===== config.mk =====
export PLATFORM = sky130hd
export DESIGN_NAME = utf8_to_wide_transcoder_flat
export DESIGN_NICKNAME = d
export VERILOG_FILES = /design/src/utf8w_pkg.sv /design/src/utf8w_byte_if.sv /design/src/utf8w_unit_if.sv /design/src/utf8w_decode.sv /design/src/utf8w_serialiser.sv /design/src/utf8_to_wide_transcoder.sv /design/src/flat_wrapper.sv
export VERILOG_INCLUDE_DIRS = /design/src /design/src/src
export SDC_FILE = /design/constraint.sdc
export NUM_CORES = 1
export LEC_CHECK = 0
export ABC_AREA = 1
export BUFFER_PORTS_ARGS = -buffer_cell sky130_fd_sc_hd__buf_2
export CAP_MARGIN = 20
export CORE_MARGIN = 2
export CORE_UTILIZATION = 50
export CTS_BUF_LIST = sky130_fd_sc_hd__clkbuf_2 sky130_fd_sc_hd__clkbuf_4 sky130_fd_sc_hd__clkbuf_8
export DETAILED_ROUTE_END_ITERATION = 12
export GPL_ROUTABILITY_DRIVEN = 0
export PLACE_DENSITY = 0.67
export SLEW_MARGIN = 30
export SYNTH_ARGS = -nofsm -noshare
export SYNTH_HDL_FRONTEND = slang
export SYNTH_SLANG_ARGS = --single-unit

===== constraint.sdc =====
create_clock -name clk_i -period 5.3 [get_ports clk_i]
set_input_delay 1.325 -clock clk_i [delete_from_list [all_inputs] [get_ports clk_i]]
set_output_delay 1.325 -clock clk_i [all_outputs]
set_load 0.02 [all_outputs]

===== src/utf8_to_wide_transcoder_defines.svh =====
// assertion macros for the utf8 to wide transcoder
`ifndef UTF8_TO_WIDE_TRANSCODER_DEFINES_SVH
`define UTF8_TO_WIDE_TRANSCODER_DEFINES_SVH

// checked at every clock edge outside reset
`define UTF8W_ASSERT(label, prop, msg) \
  label: assert property (@(posedge clk_i) disable iff (!rst_ni) prop) else $error(msg);

// checked at every clock edge, reset included
`define UTF8W_ASSERT_ALWAYS(label, prop, msg) \
  label: assert property (@(posedge clk_i) prop) else $error(msg);

`endif


===== src/utf8w_pkg.sv =====
// types and constants shared by the utf8 to wide transcoder
`default_nettype none
package utf8w_pkg;

  localparam int unsigned CodeW = 21;

  localparam logic [CodeW-1:0] ReplChar    = 21'h00FFFD;
  localparam logic [CodeW-1:0] MaxPoint    = 21'h10FFFF;
  localparam logic [CodeW-1:0] SurrLo      = 21'h00D800;
  localparam logic [CodeW-1:0] SurrHi      = 21'h00DFFF;
  localparam logic [CodeW-1:0] LowSurrBase = 21'h00DC00;
  localparam logic [CodeW-1:0] Plane1      = 21'h010000;
  localparam logic [CodeW-1:0] Least2      = 21'h000080;
  localparam logic [CodeW-1:0] Least3      = 21'h000800;

  typedef enum logic [2:0] {
    LenNone = 3'd0,
    Len1    = 3'd1,
    Len2    = 3'd2,
    Len3    = 3'd3,
    Len4    = 3'd4
  } utf8w_len_e;

  // what one request produces: replacements first, then an optional code point
  typedef struct packed {
    logic [2:0]       repl_cnt;
    logic             has_point;
    logic             pair;
    logic [CodeW-1:0] point;
    logic             last;
    logic [2:0]       unit_cnt;
  } utf8w_desc_t;

endpackage
`default_nettype wire


===== src/utf8w_byte_if.sv =====
// byte channel into the transcoder
`default_nettype none
interface utf8w_byte_if;
  logic       valid;
  logic       ready;
  logic [7:0] in_byte;
  logic       in_last;

  modport source (output valid, output in_byte, output in_last, input ready);
  modport sink (input valid, input in_byte, input in_last, output ready);
endinterface
`default_nettype wire


===== src/utf8w_unit_if.sv =====
// code unit channel out of the transcoder
`default_nettype none
interface utf8w_unit_if import utf8w_pkg::*; ();
  logic             valid;
  logic             ready;
  logic [CodeW-1:0] code_unit;
  logic             replaced;
  logic             out_last;

  modport source (output valid, output code_unit, output replaced, output out_last,
                  input ready);
  modport sink (input valid, input code_unit, input replaced, input out_last,
                output ready);
endinterface
`default_nettype wire


===== src/utf8w_decode.sv =====
// sequence state and per-byte decode into a unit descriptor
`default_nettype none
module utf8w_decode import utf8w_pkg::*; (
  input  wire logic        clk_i,
  input  wire logic        rst_ni,
  input  wire logic        advance_i,
  input  wire logic [7:0]  in_byte_i,
  input  wire logic        in_last_i,
  input  wire logic        wide_i,
  output utf8w_desc_t      desc_o
);

  logic [CodeW-1:0] partial_q, partial_d;
  utf8w_len_e       exp_q, exp_d;
  logic [1:0]       held_q, held_d;

  utf8w_len_e       lead;
  logic [2:0]       held;
  logic [CodeW-1:0] shifted;
  logic [CodeW-1:0] least;
  logic             bad_val;
  logic             is_cont;
  logic             restart;
  logic [2:0]       repl;
  logic             has_point;
  logic [CodeW-1:0] point;
  logic             pair;

  always_comb begin
    if (!in_byte_i[7]) begin
      lead = Len1;
    end else if (in_byte_i[7:5] == 3'b110) begin
      lead = Len2;
    end else if (in_byte_i[7:4] == 4'b1110) begin
      lead = Len3;
    end else if (in_byte_i[7:3] == 5'b11110) begin
      lead = Len4;
    end else begin
      lead = LenNone;
    end
  end

  always_comb begin
    unique case (exp_q)
      Len2:    least = Least2;
      Len3:    least = Least3;
      default: least = Plane1;
    endcase
  end

  assign is_cont = (in_byte_i[7:6] == 2'b10);
  assign held    = {1'b0, held_q} + 3'd1;
  assign shifted = {partial_q[CodeW-7:0], in_byte_i[5:0]};
  assign bad_val = (shifted < least) || (shifted > MaxPoint) ||
                   ((shifted >= SurrLo) && (shifted <= SurrHi));

  always_comb begin
    partial_d = partial_q;
    exp_d     = exp_q;
    held_d    = held_q;
    restart   = 1'b1;
    repl      = 3'd0;
    has_point = 1'b0;
    point     = '0;

    if (exp_q != LenNone) begin
      if (is_cont) begin
        restart   = 1'b0;
        partial_d = shifted;
        if (held >= 3'(exp_q)) begin
          if (bad_val) begin
            repl = held;
          end else begin
            has_point = 1'b1;
            point     = shifted;
          end
          exp_d  = LenNone;
          held_d = 2'd0;
        end else if (in_last_i) begin
          repl   = held;
          exp_d  = LenNone;
          held_d = 2'd0;
        end else begin
          held_d = held[1:0];
        end
      end else begin
        repl   = {1'b0, held_q};
        exp_d  = LenNone;
        held_d = 2'd0;
      end
    end

    if (restart) begin
      unique case (lead)
        LenNone: repl = repl + 3'd1;
        Len1: begin
          has_point = 1'b1;
          point     = CodeW'(in_byte_i);
        end
        default: begin
          unique case (lead)
            Len2:    partial_d = CodeW'(in_byte_i[4:0]);
            Len3:    partial_d = CodeW'(in_byte_i[3:0]);
            default: partial_d = CodeW'(in_byte_i[2:0]);
          endcase
          exp_d  = lead;
          held_d = 2'd1;
          if (in_last_i) begin
            repl = repl + 3'd1;
          end
        end
      endcase
    end

    // the end of a string always closes the sequence
    if (in_last_i) begin
      exp_d  = LenNone;
      held_d = 2'd0;
    end
    if (exp_d == LenNone) begin
      partial_d = '0;
    end
  end

  assign pair = wide_i && has_point && (point >= Plane1);

  always_comb begin
    desc_o.repl_cnt  = repl;
    desc_o.has_point = has_point;
    desc_o.pair      = pair;
    desc_o.point     = point;
    desc_o.last      = in_last_i;
    desc_o.unit_cnt  = repl + (has_point ? (pair ? 3'd2 : 3'd1) : 3'd0);
  end

  always_ff @(posedge clk_i or negedge rst_ni) begin
    if (!rst_ni) begin
      partial_q <= '0;
      exp_q     <= LenNone;
      held_q    <= 2'd0;
    end else if (advance_i) begin
      partial_q <= partial_d;
      exp_q     <= exp_d;
      held_q    <= held_d;
    end
  end

endmodule
`default_nettype wire


===== src/utf8w_serialiser.sv =====
// result register that hands out the units of one descriptor in turn
`default_nettype none
module utf8w_serialiser import utf8w_pkg::*; (
  input  wire logic  clk_i,
  input  wire logic  rst_ni,
  input  wire logic  load_i,
  input  wire utf8w_desc_t desc_i,
  output logic       ready_o,
  utf8w_unit_if.source out_o
);

  utf8w_desc_t      desc_q;
  logic             valid_q;
  logic [1:0]       idx_q;

  logic             final_unit;
  logic             done;
  logic [2:0]       pos;
  logic [2:0]       k;
  logic [19:0]      v;
  logic [CodeW-1:0] hi_unit;
  logic [CodeW-1:0] lo_unit;

  assign pos        = {1'b0, idx_q};
  assign k          = pos - desc_q.repl_cnt;
  assign final_unit = (pos + 3'd1) == desc_q.unit_cnt;
  assign done       = valid_q && out_o.ready && final_unit;
  assign ready_o    = !valid_q || done;

  assign v       = 20'(desc_q.point - Plane1);
  assign hi_unit = SurrLo + CodeW'(v[19:10]);
  assign lo_unit = LowSurrBase + CodeW'(v[9:0]);

  always_comb begin
    out_o.valid    = valid_q;
    out_o.out_last = desc_q.last && final_unit;
    if (pos < desc_q.repl_cnt) begin
      out_o.code_unit = ReplChar;
      out_o.replaced  = 1'b1;
    end else if (k == 3'd0) begin
      out_o.code_unit = desc_q.pair ? hi_unit : desc_q.point;
      out_o.replaced  = 1'b0;
    end else begin
      out_o.code_unit = lo_unit;
      out_o.replaced  = 1'b0;
    end
  end

  always_ff @(posedge clk_i or negedge rst_ni) begin
    if (!rst_ni) begin
      valid_q <= 1'b0;
      idx_q   <= 2'd0;
    end else if (ready_o) begin
      valid_q <= load_i;
      idx_q   <= 2'd0;
    end else if (out_o.ready) begin
      idx_q <= idx_q + 2'd1;
    end
  end

  always_ff @(posedge clk_i) begin
    if (ready_o && load_i) begin
      desc_q <= desc_i;
    end
  end

endmodule
`default_nettype wire


===== src/utf8_to_wide_transcoder.sv =====
// utf8 to wide transcoder: top level
//
// in_i takes one utf-8 byte per request with a last mark on the final byte of
// a string; out_o gives code units (whole code points, or utf-16 units with
// surrogate pairs when the mode bit is set), each with a replacement flag and
// a last mark on the final unit of the last byte. cfg_we_i writes the mode bit
// from cfg_wdata_i; write it only while the block is idle.
// a byte is held in the input register, is decoded against the open sequence
// into a descriptor and, if it gives units, lands in the result register,
// from which its first unit shows on out_o.
// while out_o is ready, a byte that gives no unit or one unit leaves room for
// the next byte every cycle; a byte that gives n units (up to four) holds the
// result register as the unit index counter steps, one unit per cycle.
// reset closes any open sequence, empties both registers and selects utf-16
// output. when out_o is stalled the result register holds its unit, the input
// register fills and in_i.ready drops until units drain.
`default_nettype none
`include "utf8_to_wide_transcoder_defines.svh"
module utf8_to_wide_transcoder import utf8w_pkg::*; (
  input  wire logic    clk_i,
  input  wire logic    rst_ni,
  input  wire logic    cfg_we_i,
  input  wire logic    cfg_wdata_i,
  utf8w_byte_if.sink   in_i,
  utf8w_unit_if.source out_o
);

  logic        wide_q;
  logic        in_v_q;
  logic [7:0]  in_byte_q;
  logic        in_last_q;
  logic        ser_ready;
  logic        desc_load;
  utf8w_desc_t desc;

  assign desc_load  = in_v_q && ser_ready;
  assign in_i.ready = !in_v_q || desc_load;

  always_ff @(posedge clk_i or negedge rst_ni) begin
    if (!rst_ni) begin
      wide_q <= 1'b1;
    end else if (cfg_we_i) begin
      wide_q <= cfg_wdata_i;
    end
  end

  always_ff @(posedge clk_i or negedge rst_ni) begin
    if (!rst_ni) begin
      in_v_q <= 1'b0;
    end else if (in_i.ready) begin
      in_v_q <= in_i.valid;
    end
  end

  always_ff @(posedge clk_i) begin
    if (in_i.ready && in_i.valid) begin
      in_byte_q <= in_i.in_byte;
      in_last_q <= in_i.in_last;
    end
  end

  utf8w_decode u_decode (
    .clk_i     (clk_i),
    .rst_ni    (rst_ni),
    .advance_i (desc_load),
    .in_byte_i (in_byte_q),
    .in_last_i (in_last_q),
    .wide_i    (wide_q),
    .desc_o    (desc)
  );

  utf8w_serialiser u_serialiser (
    .clk_i   (clk_i),
    .rst_ni  (rst_ni),
    .load_i  (in_v_q && (desc.unit_cnt != 3'd0)),
    .desc_i  (desc),
    .ready_o (ser_ready),
    .out_o   (out_o)
  );

  `UTF8W_ASSERT(a_repl_value, out_o.valid && out_o.replaced |-> out_o.code_unit == ReplChar, "replacement unit is not U+FFFD")
  `UTF8W_ASSERT(a_no_surr_whole, out_o.valid && !wide_q && !out_o.replaced |-> !((out_o.code_unit >= SurrLo) && (out_o.code_unit <= SurrHi)), "surrogate in whole code point mode")
  `UTF8W_ASSERT(a_unit_range, out_o.valid |-> out_o.code_unit <= MaxPoint, "code unit above U+10FFFF")
  `UTF8W_ASSERT_ALWAYS(a_reset_empty, !rst_ni |=> !out_o.valid, "result register not empty after reset")

endmodule
`default_nettype wire

===== src/flat_wrapper.sv =====
// flat-port wrapper written by rule: the top's interface ports become plain ports
module utf8_to_wide_transcoder_flat import utf8w_pkg::*;
  (clk_i, rst_ni, cfg_we_i, cfg_wdata_i, in_i_valid, in_i_in_byte, in_i_in_last, in_i_ready, out_o_valid, out_o_code_unit, out_o_replaced, out_o_out_last, out_o_ready);
  utf8w_byte_if in_i_i ();
  utf8w_unit_if out_o_i ();
  input  wire logic clk_i;
  input  wire logic rst_ni;
  input  wire logic cfg_we_i;
  input  wire logic cfg_wdata_i;
  input wire logic [$bits(in_i_i.valid)-1:0] in_i_valid;
  input wire logic [$bits(in_i_i.in_byte)-1:0] in_i_in_byte;
  input wire logic [$bits(in_i_i.in_last)-1:0] in_i_in_last;
  output wire logic [$bits(in_i_i.ready)-1:0] in_i_ready;
  output wire logic [$bits(out_o_i.valid)-1:0] out_o_valid;
  output wire logic [$bits(out_o_i.code_unit)-1:0] out_o_code_unit;
  output wire logic [$bits(out_o_i.replaced)-1:0] out_o_replaced;
  output wire logic [$bits(out_o_i.out_last)-1:0] out_o_out_last;
  input wire logic [$bits(out_o_i.ready)-1:0] out_o_ready;
  assign in_i_i.valid = in_i_valid;
  assign in_i_i.in_byte = in_i_in_byte;
  assign in_i_i.in_last = in_i_in_last;
  assign in_i_ready = in_i_i.ready;
  assign out_o_valid = out_o_i.valid;
  assign out_o_code_unit = out_o_i.code_unit;
  assign out_o_replaced = out_o_i.replaced;
  assign out_o_out_last = out_o_i.out_last;
  assign out_o_i.ready = out_o_ready;
  utf8_to_wide_transcoder u_core (.clk_i(clk_i), .rst_ni(rst_ni), .cfg_we_i(cfg_we_i), .cfg_wdata_i(cfg_wdata_i), .in_i(in_i_i), .out_o(out_o_i));
endmodule

==> metrics.txt <==
post-synth cell types 44; Via Count 2,762; number of synthesized flops with an enable pin 38; Top Ports 40; M3 GR Usage 5.171%; reg2reg path depth 25; dpl ws 1.016 ns; H-Tree Depth 3; post-CTS setup buffers 0; met1 global-route usage 27.85%; Layout Nets 471; Post-DRT Antenna Nets 0; top post-synthesis cells by area edfxtp_1 (32%), dfrtp_1 (17%), nand2_1 (7.6%); global route overflow 0; Final WS setup 0.9743 ns; DRC 0; first-pass GRT wire length 12,140 um; asr flop ratio synth 39.68%; clock share of power 21.0%; yosys warns 0; Max Slew Vio Count 0; share of cells above drive strength 1 24.78%; grt peak-use layer met2; sequential share of the synthesized area 48.91%; largest family of logic cells by synthesized area simple AND/OR/NAND/NOR gates; syn nets 426; Top FF cell, synth edfxtp_1; crit-path max FO 28; clock slew at reported path FFs 0.06 ns; Critical Path End u_core.u_serialiser.desc_q[4]; Slew @ Worst Pin 0.6361 ns; dominant cell type by area after synthesis edfxtp_1; initial core utilization 52.34%; Avg Inst Size Synth 9.082 um^2; WHS 0.5230 ns; CTS Buffer Depth 2; largest net degree at the start of global routing 29; Layout Cells excl Fill 544; # rows 30; Startpoint Class flip-flop; Sw Ratio 41.04%; Worst Setup End Kind flip-flop; CTS root buf clkbuf_8; worst r2r src u_core.u_decode.held_q[0]; min cycle time layout 4.326 ns; Inst Count DP 528; drt pass-1 iters 4; TritonCTS clock tree built; mux cell area share after synthesis 0.5538%; die height 89.03 um; CP Data Required Time 5.30 ns; Crit Path Class reg2reg; XOR/XNOR share of the synthesized area 1.454%; Internal Power 1260 uW; register area 1768 um^2; # resized after CTS 0; WL final 7329 um; GR Layer Usage met2 32.77%; Final Setup Violations 0; post-synthesis simple-gate area fraction 26.10%; CTS Hold Bufs 0; top cells by instance count after synthesis nand2_1 (73), inv_1 (49), edfxtp_1 (38); multi-input logic area 1541 um^2; final number of hold-violating endpoints 0; drt via density 5.077; post-synthesis cell count 398; complex-gate fraction of the synthesized area 9.830%; fmax 0.2312 GHz; Synth Area in Adders 4.708%; Syn Std Cell Area 3615 um^2; Die Wd 89.03 um; min-delay worst type reg2reg; core area 6907 um^2; RR Endpoint u_core.u_serialiser.desc_q[4]; hpwl dp 5576 um; Reg power frac 37.2%; Comb power frac 41.8%; leakage dissipation 0.001854 uW; Finished Core Util 59.31%; final setup skew 0.008838 ns; antenna cells 0; die area 7925 um^2; RSZ-0062 raised after global routing no; synthesis-to-layout area growth 13.33%; clk sinks 63; CP Data Arrival Time 4.32 ns; Wirelength per Cell 13.47 um; outcome completed; max cap viols 0; Worst Setup SP u_core.u_decode.held_q[0]; Power Density 521.6 nW/um^2; initial antenna violation count 0; Yosys top cell area share 31.57%; maximum VDD drop 0.0002430 V; Port Buffers 39; vias in the first global route 2,546; Clk Latency, worst-skew pair 0.33 ns; r2r setup slk 0.97 ns; fin crit share 81.62%; TNS Setup 0 ns; # fillers 665; most frequent cell after synthesis nand2_1; Worst slew margin 57.59%; switching pwr 877.0 uW; iteration-0 DRC count of the detailed router 89; Num CTS Buffers 9; Tot GR Track Use 20.71%; FF+latch count, synth 63
cell families (layout without fill, tap and decap cells):
kind of cell,Yosys count,count (layout)
AO/OA/AOI/OAI,62,62
XOR/XNOR,6,6
adder cells (fa/ha/maj),13,13
buffers and inverters,71,121
flip-flops,63,63
multiplexers,2,2
AND/OR/NAND/NOR,181,181
sequential cells by signal (all words and copies together), names as in the netlist:
signal,flops
u_core.u_serialiser.desc_q,29
u_core.u_decode.held_q,2
u_core.u_decode.partial_q,15
u_core.wide_q,1
u_core.in_last_q,1
u_core.in_v_q,1
u_core.u_decode.exp_q,3
u_core.u_serialiser.out_o.valid,1
u_core.u_serialiser.idx_q,2
u_core.in_byte_q,8
how the worst min path moves through the flow:
stage / from / to / slack, ns / cells past startpoint
finish: u_core.in_v_q / u_core.in_v_q / 0.52 / 2
CTS: u_core.in_v_q / u_core.in_v_q / 0.53 / 2
floorplan: u_core.wide_q / u_core.wide_q / 0.46 / 2
global route: u_core.wide_q / u_core.wide_q / 0.55 / 2
global placement: u_core.in_v_q / u_core.in_v_q / 0.50 / 2
detailed placement: u_core.in_v_q / u_core.in_v_q / 0.51 / 2
placed cells by master (no fill, tap or decap), drive strengths merged, types with 2 or more instances in the layout:
master and instances:
ha 12, clkinv 3, a21oi 19, nor2 47, mux2i 2, buf 40, nand4 4, nor3 7
edfxtp 38, xor2 2, nand2 85, dfrtp 24, o21ai 37, bufinv 2, inv 64, nand3 35
clkbuf 12, xnor2 4
per-stage QoR:
step                      total power, uW  instance area [um^2]
after floorplan                      1491                  3615
after global placement               1678                  3880
after detailed placement             1701                  3880
after CTS                            2156                  4096
after global routing                 2299                  4096
final                                2137                  4096
cell type report:
| type | instances | area share [%] |
|---|---|---|
| Sequential cell | 63 | 43.16 |
| Multi-Input combinational cell | 264 | 37.63 |
| Inverter | 65 | 6.048 |
| Timing Repair Buffer | 40 | 4.948 |
| Clock buffer | 12 | 3.574 |
| Tap cell | 96 | 2.932 |
| Clock inverter | 4 | 1.710 |
routing by layer:
metal / up-vias / share of wire [%]
met5: - / 0
met4: 0 / 1.5
met3: 10 / 4.4
met2: 71 / 47
met1: 1278 / 48
li1: 1403 / -
power by group through the flow:
| stage | sequential [uW] | clock [uW] | combinational, uW |
|---|---|---|---|
| after floorplan | 784 | 0 | 707 |
| after global placement | 802 | 0 | 876 |
| after detailed placement | 804 | 0 | 897 |
| after CTS | 795 | 462 | 900 |
| after global routing | 811 | 485 | 1000 |
| final | 794 | 448 | 894 |
critical path, stage by stage (launching register included):
cell and delay (ns):
dfrtp_1 0.41, ha_1 0.34, ha_1 0.32, nand2_1 0.06, o21a_1 0.19, nand2_2 0.12, nand2_1 0.08, clkinv_2 0.06
nand3_4 0.16, nand3_1 0.13, nand2_1 0.07, nand2_2 0.07, inv_1 0.05, ha_1 0.29, nand4_1 0.10, o2111ai_1 0.11
o21ai_0 0.15, inv_1 0.08, nand2_1 0.07, fa_1 0.42, inv_1 0.07, nand3_1 0.09, nand3_1 0.10, nand2_1 0.06
inv_1 0.09, buf_4 0.32
Power figures use the tool's default switching activity.
